==> src/hdl/hsvls_pkg.sv <==
package hsvls_pkg;

  // Fixed field widths of the request and result.
  localparam int IdxW  = 4;
  localparam int ByteW = 8;

  // Hue prescale factor (192/256 gives three 64-step sections).
  localparam logic [ByteW-1:0] HUE_SCALE = 8'd192;
  // Largest byte value, used to invert the saturation.
  localparam logic [ByteW-1:0] MAX_BYTE  = 8'd255;
  // A fade divisor of 1.0 in 4.4 fixed point.
  localparam logic [ByteW-1:0] FADE_ONE  = 8'd16;

  // One classified request as it travels from the front end to the back end.
  typedef struct packed {
    logic [IdxW-1:0]  idx;
    logic             in_range;
    logic             fade_en;
    logic [ByteW-1:0] div;
    logic [ByteW-1:0] red;
    logic [ByteW-1:0] green;
    logic [ByteW-1:0] blue;
  } item_t;

  // One lane of the restoring divider: partial remainder, dividend bits
  // still to be shifted in, and the quotient built so far.
  typedef struct packed {
    logic [ByteW-1:0] rem;
    logic [ByteW-1:0] dvd;
    logic [ByteW-1:0] quo;
  } lane_t;

endpackage

==> src/hdl/hsvls_front.sv <==
module hsvls_front #(
  parameter int NUM_LEDS = 16
) (
  input  logic                      clk,
  input  logic                      rst,
  input  logic                      in_valid,
  output logic                      in_ready,
  input  logic [hsvls_pkg::IdxW-1:0]  led_index,
  input  logic [hsvls_pkg::ByteW-1:0] hue_in,
  input  logic [hsvls_pkg::ByteW-1:0] saturation,
  input  logic [hsvls_pkg::ByteW-1:0] brightness,
  input  logic                      fade_when_lower,
  input  logic [hsvls_pkg::ByteW-1:0] fade_divisor,
  output logic                      push,
  output hsvls_pkg::item_t          push_item,
  input  logic                      full
);
  import hsvls_pkg::*;

  localparam logic F_IDLE = 1'b0;
  localparam logic F_BUSY = 1'b1;

  localparam logic [1:0] SECT_RG = 2'd0;
  localparam logic [1:0] SECT_GB = 2'd1;

  logic             state;
  logic [IdxW-1:0]  idx;
  logic             in_range;
  logic             fade_en;
  logic [ByteW-1:0] div;
  logic [ByteW-1:0] h;
  logic [ByteW-1:0] flr;
  logic [ByteW-1:0] val;

  logic             accept;
  logic [15:0]      hue_prod;
  logic [15:0]      flr_prod;
  logic [ByteW-1:0] amp;
  logic [5:0]       off;
  logic [13:0]      up_prod;
  logic [13:0]      down_prod;
  logic [ByteW-1:0] up;
  logic [ByteW-1:0] down;

  assign in_ready = (state == F_IDLE);
  assign accept   = in_valid && in_ready;

  // First multiplier stage: prescaled hue and brightness floor.
  assign hue_prod = 16'(hue_in) * 16'(HUE_SCALE);
  assign flr_prod = 16'(brightness) * 16'(MAX_BYTE - saturation);

  always_ff @(posedge clk) begin
    if (accept) begin
      idx      <= led_index;
      in_range <= (int'(led_index) < NUM_LEDS);
      fade_en  <= fade_when_lower;
      div      <= (fade_divisor < FADE_ONE) ? FADE_ONE : fade_divisor;
      h        <= hue_prod[15:8];
      flr      <= flr_prod[15:8];
      val      <= brightness;
    end
  end

  // Second multiplier stage: rising and falling ramps within a section.
  assign amp       = val - flr;
  assign off       = h[5:0];
  assign up_prod   = 14'(off) * 14'(amp);
  assign down_prod = 14'(6'd63 - off) * 14'(amp);
  assign up        = up_prod[13:6] + flr;
  assign down      = down_prod[13:6] + flr;

  // Place the ramps on the channels according to the hue section.
  always_comb begin
    push_item          = '0;
    push_item.idx      = idx;
    push_item.in_range = in_range;
    push_item.fade_en  = fade_en;
    push_item.div      = div;
    unique case (h[7:6])
      SECT_RG: begin
        push_item.red   = down;
        push_item.green = up;
        push_item.blue  = flr;
      end
      SECT_GB: begin
        push_item.red   = flr;
        push_item.green = down;
        push_item.blue  = up;
      end
      default: begin
        push_item.red   = up;
        push_item.green = flr;
        push_item.blue  = down;
      end
    endcase
  end

  assign push = (state == F_BUSY) && !full;

  // Hold the request until the queue has room for it.
  always_ff @(posedge clk) begin
    if (rst) begin
      state <= F_IDLE;
    end else if (accept) begin
      state <= F_BUSY;
    end else if (push) begin
      state <= F_IDLE;
    end
  end

endmodule

==> src/hdl/hsvls_queue.sv <==
module hsvls_queue (
  input  logic             clk,
  input  logic             rst,
  input  logic             push,
  input  hsvls_pkg::item_t push_item,
  output logic             full,
  input  logic             pop,
  output hsvls_pkg::item_t head,
  output logic             head_valid
);
  import hsvls_pkg::*;

  localparam int Depth = 2;

  item_t       slots [Depth];
  logic        wr_ptr;
  logic        rd_ptr;
  logic [1:0]  count;

  assign full       = (count == 2'(Depth));
  assign head_valid = (count != 2'd0);
  assign head       = slots[rd_ptr];

  // Entry storage; only written on a push.
  always_ff @(posedge clk) begin
    if (push) begin
      slots[wr_ptr] <= push_item;
    end
  end

  // Pointers and fill count.
  always_ff @(posedge clk) begin
    if (rst) begin
      wr_ptr <= 1'b0;
      rd_ptr <= 1'b0;
      count  <= 2'd0;
    end else begin
      if (push) begin
        wr_ptr <= ~wr_ptr;
      end
      if (pop) begin
        rd_ptr <= ~rd_ptr;
      end
      if (push && !pop) begin
        count <= count + 2'd1;
      end else if (pop && !push) begin
        count <= count - 2'd1;
      end
    end
  end

endmodule

==> src/hdl/hsvls_back.sv <==
module hsvls_back #(
  parameter int NUM_LEDS = 16
) (
  input  logic                        clk,
  input  logic                        rst,
  input  hsvls_pkg::item_t            head,
  input  logic                        head_valid,
  output logic                        pop,
  output logic                        out_valid,
  input  logic                        out_ready,
  output logic [hsvls_pkg::IdxW-1:0]  led_out,
  output logic [hsvls_pkg::ByteW-1:0] red_out,
  output logic [hsvls_pkg::ByteW-1:0] green_out,
  output logic [hsvls_pkg::ByteW-1:0] blue_out,
  output logic                        faded
);
  import hsvls_pkg::*;

  localparam int Depth = (NUM_LEDS < 16) ? NUM_LEDS : 16;
  localparam int AddrW = (Depth > 1) ? $clog2(Depth) : 1;

  localparam logic [1:0] B_IDLE  = 2'd0;
  localparam logic [1:0] B_DIV   = 2'd1;
  localparam logic [1:0] B_WRITE = 2'd2;

  logic [3*ByteW-1:0] store [Depth];

  logic [1:0]        state;
  logic [1:0]        step;
  item_t             item;
  logic              do_fade;
  lane_t             lane_r;
  lane_t             lane_g;
  lane_t             lane_b;

  logic [AddrW-1:0]  rd_addr;
  logic [AddrW-1:0]  wr_addr;
  logic [ByteW-1:0]  st_r;
  logic [ByteW-1:0]  st_g;
  logic [ByteW-1:0]  st_b;
  logic              fade_go;
  logic              write_fire;
  logic [ByteW-1:0]  res_r;
  logic [ByteW-1:0]  res_g;
  logic [ByteW-1:0]  res_b;

  // One restoring division step: shift in a dividend bit, subtract if it fits.
  function automatic lane_t div_step(lane_t l, logic [ByteW-1:0] d);
    logic [ByteW:0] trial;
    lane_t          n;
    trial = {l.rem, l.dvd[ByteW-1]};
    n.dvd = {l.dvd[ByteW-2:0], 1'b0};
    if (trial >= {1'b0, d}) begin
      n.rem = ByteW'(trial - {1'b0, d});
      n.quo = {l.quo[ByteW-2:0], 1'b1};
    end else begin
      n.rem = trial[ByteW-1:0];
      n.quo = {l.quo[ByteW-2:0], 1'b0};
    end
    return n;
  endfunction

  // Start a lane on channel*16: the top nibble is already below the divisor.
  function automatic lane_t lane_init(logic [ByteW-1:0] ch);
    lane_t l;
    l.rem = {4'd0, ch[7:4]};
    l.dvd = {ch[3:0], 4'd0};
    l.quo = '0;
    return l;
  endfunction

  // Read the stored colour for the queue head.
  assign rd_addr = head.in_range ? AddrW'(head.idx) : '0;
  assign {st_r, st_g, st_b} = store[rd_addr];

  assign pop     = (state == B_IDLE) && head_valid;
  assign fade_go = head.fade_en && head.in_range &&
                   (st_r > head.red) && (st_g > head.green) && (st_b > head.blue);

  assign write_fire = (state == B_WRITE) && (!out_valid || out_ready);

  assign res_r = do_fade ? lane_r.quo : item.red;
  assign res_g = do_fade ? lane_g.quo : item.green;
  assign res_b = do_fade ? lane_b.quo : item.blue;

  assign wr_addr = AddrW'(item.idx);

  // Sequencer: take a request, divide if fading, then write back and report.
  always_ff @(posedge clk) begin
    if (rst) begin
      state <= B_IDLE;
      step  <= 2'd0;
    end else begin
      unique case (state)
        B_IDLE: begin
          if (pop) begin
            state <= fade_go ? B_DIV : B_WRITE;
            step  <= 2'd0;
          end
        end
        B_DIV: begin
          step <= step + 2'd1;
          if (step == 2'd3) begin
            state <= B_WRITE;
          end
        end
        B_WRITE: begin
          if (write_fire) begin
            state <= B_IDLE;
          end
        end
        default: begin
          state <= B_IDLE;
        end
      endcase
    end
  end

  // Working registers: the request and three divider lanes, two bits a cycle.
  always_ff @(posedge clk) begin
    if (pop) begin
      item    <= head;
      do_fade <= fade_go;
      lane_r  <= lane_init(st_r);
      lane_g  <= lane_init(st_g);
      lane_b  <= lane_init(st_b);
    end else if (state == B_DIV) begin
      lane_r <= div_step(div_step(lane_r, item.div), item.div);
      lane_g <= div_step(div_step(lane_g, item.div), item.div);
      lane_b <= div_step(div_step(lane_b, item.div), item.div);
    end
  end

  // Colour store, cleared to black at reset.
  always_ff @(posedge clk) begin
    if (rst) begin
      for (int i = 0; i < Depth; i++) begin
        store[i] <= '0;
      end
    end else if (write_fire && item.in_range) begin
      store[wr_addr] <= {res_r, res_g, res_b};
    end
  end

  // Result register.
  always_ff @(posedge clk) begin
    if (rst) begin
      out_valid <= 1'b0;
    end else if (write_fire) begin
      out_valid <= 1'b1;
    end else if (out_ready) begin
      out_valid <= 1'b0;
    end
  end

  always_ff @(posedge clk) begin
    if (write_fire) begin
      led_out   <= item.idx;
      red_out   <= res_r;
      green_out <= res_g;
      blue_out  <= res_b;
      faded     <= do_fade;
    end
  end

endmodule

==> src/hdl/hsv_spectrum_led_color_store_unit.sv <==
// LED colour store with spectrum HSV to RGB conversion and fade-if-lower.
//
// Requests arrive on the in_valid/in_ready channel: an LED index, hue,
// saturation, brightness, a fade flag and a 4.4 fade divisor. Each request
// gives exactly one result on the out_valid/out_ready channel: the index and
// the colour now stored for that LED, with faded set if the stored colour was
// divided rather than overwritten. An index beyond the store leaves it alone
// and reports the computed colour.
// The front end converts the colour, registering it between its multipliers,
// and hands it to a two-entry queue; the back end reads the store, runs a
// three-lane divider at two quotient bits per cycle when fading, then writes
// back and loads the result.
// The back-end sequencer sets the rate: it takes the next request only once
// the last is written back, and the front end accepts no new request while
// it still holds one for the queue.
// Reset clears the whole store to black at once and empties the queue.
// When the receiver stalls, the result register holds; the queue then fills
// and in_ready falls, with no request lost.
module hsv_spectrum_led_color_store_unit #(
  parameter int NUM_LEDS = 16
) (
  input  logic                        clk,
  input  logic                        rst,
  input  logic                        in_valid,
  output logic                        in_ready,
  input  logic [hsvls_pkg::IdxW-1:0]  led_index,
  input  logic [hsvls_pkg::ByteW-1:0] hue_in,
  input  logic [hsvls_pkg::ByteW-1:0] saturation,
  input  logic [hsvls_pkg::ByteW-1:0] brightness,
  input  logic                        fade_when_lower,
  input  logic [hsvls_pkg::ByteW-1:0] fade_divisor,
  output logic                        out_valid,
  input  logic                        out_ready,
  output logic [hsvls_pkg::IdxW-1:0]  led_out,
  output logic [hsvls_pkg::ByteW-1:0] red_out,
  output logic [hsvls_pkg::ByteW-1:0] green_out,
  output logic [hsvls_pkg::ByteW-1:0] blue_out,
  output logic                        faded
);
  import hsvls_pkg::*;

  logic  push;
  item_t push_item;
  logic  full;
  logic  pop;
  item_t head;
  logic  head_valid;

  // Colour conversion and classification.
  hsvls_front #(
    .NUM_LEDS (NUM_LEDS)
  ) u_front (
    .clk             (clk),
    .rst             (rst),
    .in_valid        (in_valid),
    .in_ready        (in_ready),
    .led_index       (led_index),
    .hue_in          (hue_in),
    .saturation      (saturation),
    .brightness      (brightness),
    .fade_when_lower (fade_when_lower),
    .fade_divisor    (fade_divisor),
    .push            (push),
    .push_item       (push_item),
    .full            (full)
  );

  // Decoupling queue between the two halves.
  hsvls_queue u_queue (
    .clk        (clk),
    .rst        (rst),
    .push       (push),
    .push_item  (push_item),
    .full       (full),
    .pop        (pop),
    .head       (head),
    .head_valid (head_valid)
  );

  // Store update, fade division and result register.
  hsvls_back #(
    .NUM_LEDS (NUM_LEDS)
  ) u_back (
    .clk        (clk),
    .rst        (rst),
    .head       (head),
    .head_valid (head_valid),
    .pop        (pop),
    .out_valid  (out_valid),
    .out_ready  (out_ready),
    .led_out    (led_out),
    .red_out    (red_out),
    .green_out  (green_out),
    .blue_out   (blue_out),
    .faded      (faded)
  );

endmodule
==> config.mk <==
export PLATFORM = sky130hd
export DESIGN_NAME = hsv_spectrum_led_color_store_unit
export DESIGN_NICKNAME = d
export VERILOG_FILES = /design/src/hdl/hsvls_pkg.sv /design/src/hdl/hsvls_front.sv /design/src/hdl/hsvls_queue.sv /design/src/hdl/hsvls_back.sv /design/src/hdl/hsv_spectrum_led_color_store_unit.sv
export SDC_FILE = /design/constraint.sdc
export NUM_CORES = 2
export LEC_CHECK = 0
export BUFFER_PORTS_ARGS = -buffer_cell sky130_fd_sc_hd__buf_4
export CORE_MARGIN = 2
export CORE_UTILIZATION = 45
export CTS_CLUSTER_DIAMETER = 200
export CTS_CLUSTER_SIZE = 16
export DETAILED_ROUTE_END_ITERATION = 7
export GPL_TIMING_DRIVEN = 1
export HOLD_SLACK_MARGIN = 0.15
export PLACE_DENSITY = 0.69
export SLEW_MARGIN = 15
export SYNTH_ARGS = -nofsm -noshare
export SYNTH_HDL_FRONTEND = slang
export SYNTH_SLANG_ARGS = --single-unit
export TNS_END_PERCENT = 1
==> constraint.sdc <==
create_clock -name clk -period 6.95 [get_ports clk]
set_clock_uncertainty 0.1 [all_clocks]
set_input_delay 1.0425 -clock clk [delete_from_list [all_inputs] [get_ports clk]]
set_output_delay 1.0425 -clock clk [all_outputs]
set_load 0.05 [all_outputs]
==> impl_metrics.env <==
export IMPL_yosysSeqAreaShare_pct=52.26
export IMPL_rrSetupSlack_ps=40
export IMPL_grt_pass1_wl_um=139500
export IMPL_ys_types=86
export IMPL_ant_nets=0
export IMPL_area_delta_synth_final_pct=10.61
export IMPL_syn_inst=3300
export IMPL_finalHoldViolCount=0
export IMPL_period_needed_ps=6910
export IMPL_die_area_mm2=0.08095
export IMPL_worstPathRequired_ps=7210
export IMPL_synthArstFlopShare_pct=0
export IMPL_synth_nets=3620
export IMPL_grt_usage_pct=21.99
export IMPL_numCtsBuffers=45
export IMPL_tritoncts="built"
export IMPL_dp_cells=4350
export IMPL_slowest_stage="fa_1"
export IMPL_cp_start_kind="flip-flop"
export IMPL_drc=0
export IMPL_vias=25020
export IMPL_wl_per_cell_um=20.43
export IMPL_dpl_cell_area_mm2=0.03750
export IMPL_setup_viol=0
export IMPL_ios=72
export IMPL_synth_compound_area_share_pct=7.159
export IMPL_postLayoutCellArea_mm2=0.03917
export IMPL_final_common_cell="edfxtp_1"
export IMPL_rows=102
export IMPL_synthAdderAreaFrac_pct=11.81
export IMPL_synth_simple_area_share_pct=17.34
export IMPL_synth_edff_count=585
export IMPL_num_antenna_cells=0
export IMPL_syn_cell_area_mm2=0.03541
export IMPL_rsz0062_at_grt="yes"
export IMPL_synth_seq_cells=632
export IMPL_numPortBuffers=71
export IMPL_via_per_inst=5.638
export IMPL_fin_cells=4437
export IMPL_crit_top_cell="fa_1"
export IMPL_postSynthAreaPerCell_um2=10.73
export IMPL_synthMuxAreaShare_pct=5.212
export IMPL_regToRegStartpoint="u_front.flr[1]$_DFFE_PP_"
export IMPL_synth_top_family_by_area="simple AND/OR/NAND/NOR gates"
export IMPL_routed_wl_um=90660
export IMPL_hp_class="flip-flop to flip-flop"
export IMPL_critPathMaxStageDelay_ps=490
export IMPL_hp_start="u_front.div[3]$_SDFFCE_PN0P_"
export IMPL_grt_max_degree=99
export IMPL_reg2regPathDepth=32
export IMPL_tightest_slew_ps=1160
export IMPL_cp_max_fo=3
export IMPL_setup_worst_path_start="u_front.flr[1]$_DFFE_PP_"
export IMPL_clock_sinks=632
export IMPL_hold_buffers=0
export IMPL_synth_main_ff_cell="edfxtp_1"
export IMPL_gp_congestion=0.8787
export IMPL_clock_latency_ps=630
export IMPL_end_kind="flip-flop"
export IMPL_fp_coreArea_mm2=0.07772
export IMPL_root_buffer="clkbuf_16"
export IMPL_ys_warn_count=0
export IMPL_period_share_pct=99.42
export IMPL_slew_viol_final=0
export IMPL_crit_arrival_ps=7170
export IMPL_place_hpwl_um=58820
export IMPL_max_freq_mhz=144.7
export IMPL_drt_initial_drc_count=2648
export IMPL_status="finished, final reports clean"
export IMPL_reg2reg_to="u_queue.slots[0][23]$_DFFE_PP_"
export IMPL_die_h_um=284.5
export IMPL_grt_overflow_total=0
export IMPL_crit_end="u_queue.slots[0][23]$_DFFE_PP_"
export IMPL_relSlewSlack_pct=21.11
export IMPL_fin_nets=3689
export IMPL_cts_max_level=2
export IMPL_drive_above_1_share_pct=10.98
export IMPL_path_clk_slew_ps=90
export IMPL_grt_antenna_before_repair=0
export IMPL_clock_path_buffers=3
export IMPL_drv_cap=0
export IMPL_grt_pass1_vias=24020
export IMPL_die_w_um=284.5
export IMPL_final_cell_mix="edfxtp_1 (585), nor2_1 (480), nand2_1 (415)"
export IMPL_synth_xor_area_share_pct=1.533
export IMPL_crit_type="flip-flop to flip-flop"
export IMPL_dr_pass1_iters=5
export IMPL_initial_core_util_pct=45.56
==> timing repair <==
action,in CTS,in global routing
setup buffers,9,2
pin swaps,28,39
gates resized for setup,16,41
endpoints found under the setup margin,12,26
==> per-stage QoR <==
stage | util, % | setup slack (ps) | TNS (ps) | hold slack [ps]
2_1_floorplan | - | 10.03 | 0 | 321.5
3_3_place_gp | 48.25 | -53.38 | -201.8 | 323.8
3_5_place_dp | 48.25 | -183.8 | -1261 | 332.5
4_1_cts | 50.13 | -57.84 | -317.7 | 347.4
5_1_grt | 50.39 | -219.7 | -2171 | 357.6
6_report | 50.39 | 40.08 | 0 | 348.4
==> cells by family after synthesis <==
group / count (synthesis)
DFF: 632
xor gates and xnor gates: 62
adders and majority gates: 279
and+or+nand+nor: 1372
AOI/OAI and AO/OA: 362
buffers and inverters: 420
muxes: 173
==> cell usage after synthesis, drive strengths merged (9+ instances only) <==
master	number	area share, %
a21boi	9	0.19
a21o	26	0.55
a21oi	59	0.83
a22o	9	0.22
a311oi	36	0.89
a31oi	23	0.44
and2	38	0.67
and3	34	0.60
buf	56	0.82
clkbuf	119	1.3
dfxtp	47	2.7
edfxtp	585	50
fa	92	5.2
ha	187	6.6
inv	245	2.6
mux2	28	0.89
mux2i	141	4.1
nand2	416	4.4
nand2b	64	1.1
nand3	169	2.4
nand4	12	0.21
nor2	484	5.1
nor2b	76	1.3
nor3	30	0.44
o21a	28	0.59
o21ai	84	1.2
o21bai	10	0.21
or3	13	0.23
xnor2	44	1.1
xor2	18	0.45
==> routing by layer <==
layer / part of all wire [%] / wire (µm) / GRT usage [%]
met1: 42 / 38400 / 31.17
met2: 47 / 42310 / 35.49
met3: 8.4 / 7639 / 3.066
met4: 2.6 / 2314 / 5.882
met5: 0 / 0 / 0
==> registers in the layout, indices dropped and copies added (netlist names), 20 cells and up, named ones only <==
register	flops
u_back.lane_g	20
u_back.lane_b	20
u_back.item	32
u_queue.slots	74
u_back.lane_r	20
u_back.store	384
==> critical path, delay by kind of cell, from the launching register on <==
family / cells / cell delay [ps]
flops: 1 / 410
compound gates: 13 / 1990
xor+xnor: 1 / 110
buf+inv: 4 / 250
fa+ha+maj: 7 / 2500
simple gates: 7 / 1280
==> layout make-up <==
type	count	area, µm²
fill	6821	38550
multi-input combinational	2248	15610
tap	1040	1301
sequential	632	18510
timing repair buffer	197	1508
clock buffer	71	1224
clock inverter	4	88.84
inverter	245	924.6
==> how the worst min path moves through the flow <==
stage                                      to  slack [ps]  depth (start not counted)
6_report       u_queue.slots[1][27]$_DFFE_PP_         350                          0
5_1_grt        u_queue.slots[1][27]$_DFFE_PP_         360                          0
4_1_cts        u_queue.slots[0][36]$_DFFE_PP_         350                          0
3_5_place_dp   u_queue.slots[0][29]$_DFFE_PP_         330                          0
3_3_place_gp   u_queue.slots[1][29]$_DFFE_PP_         320                          0
2_1_floorplan  u_queue.slots[0][24]$_DFFE_PP_         320                          0
Power is not shown: default switching activity piles up to over one toggle a cycle in this logic, so the estimate is an artifact.
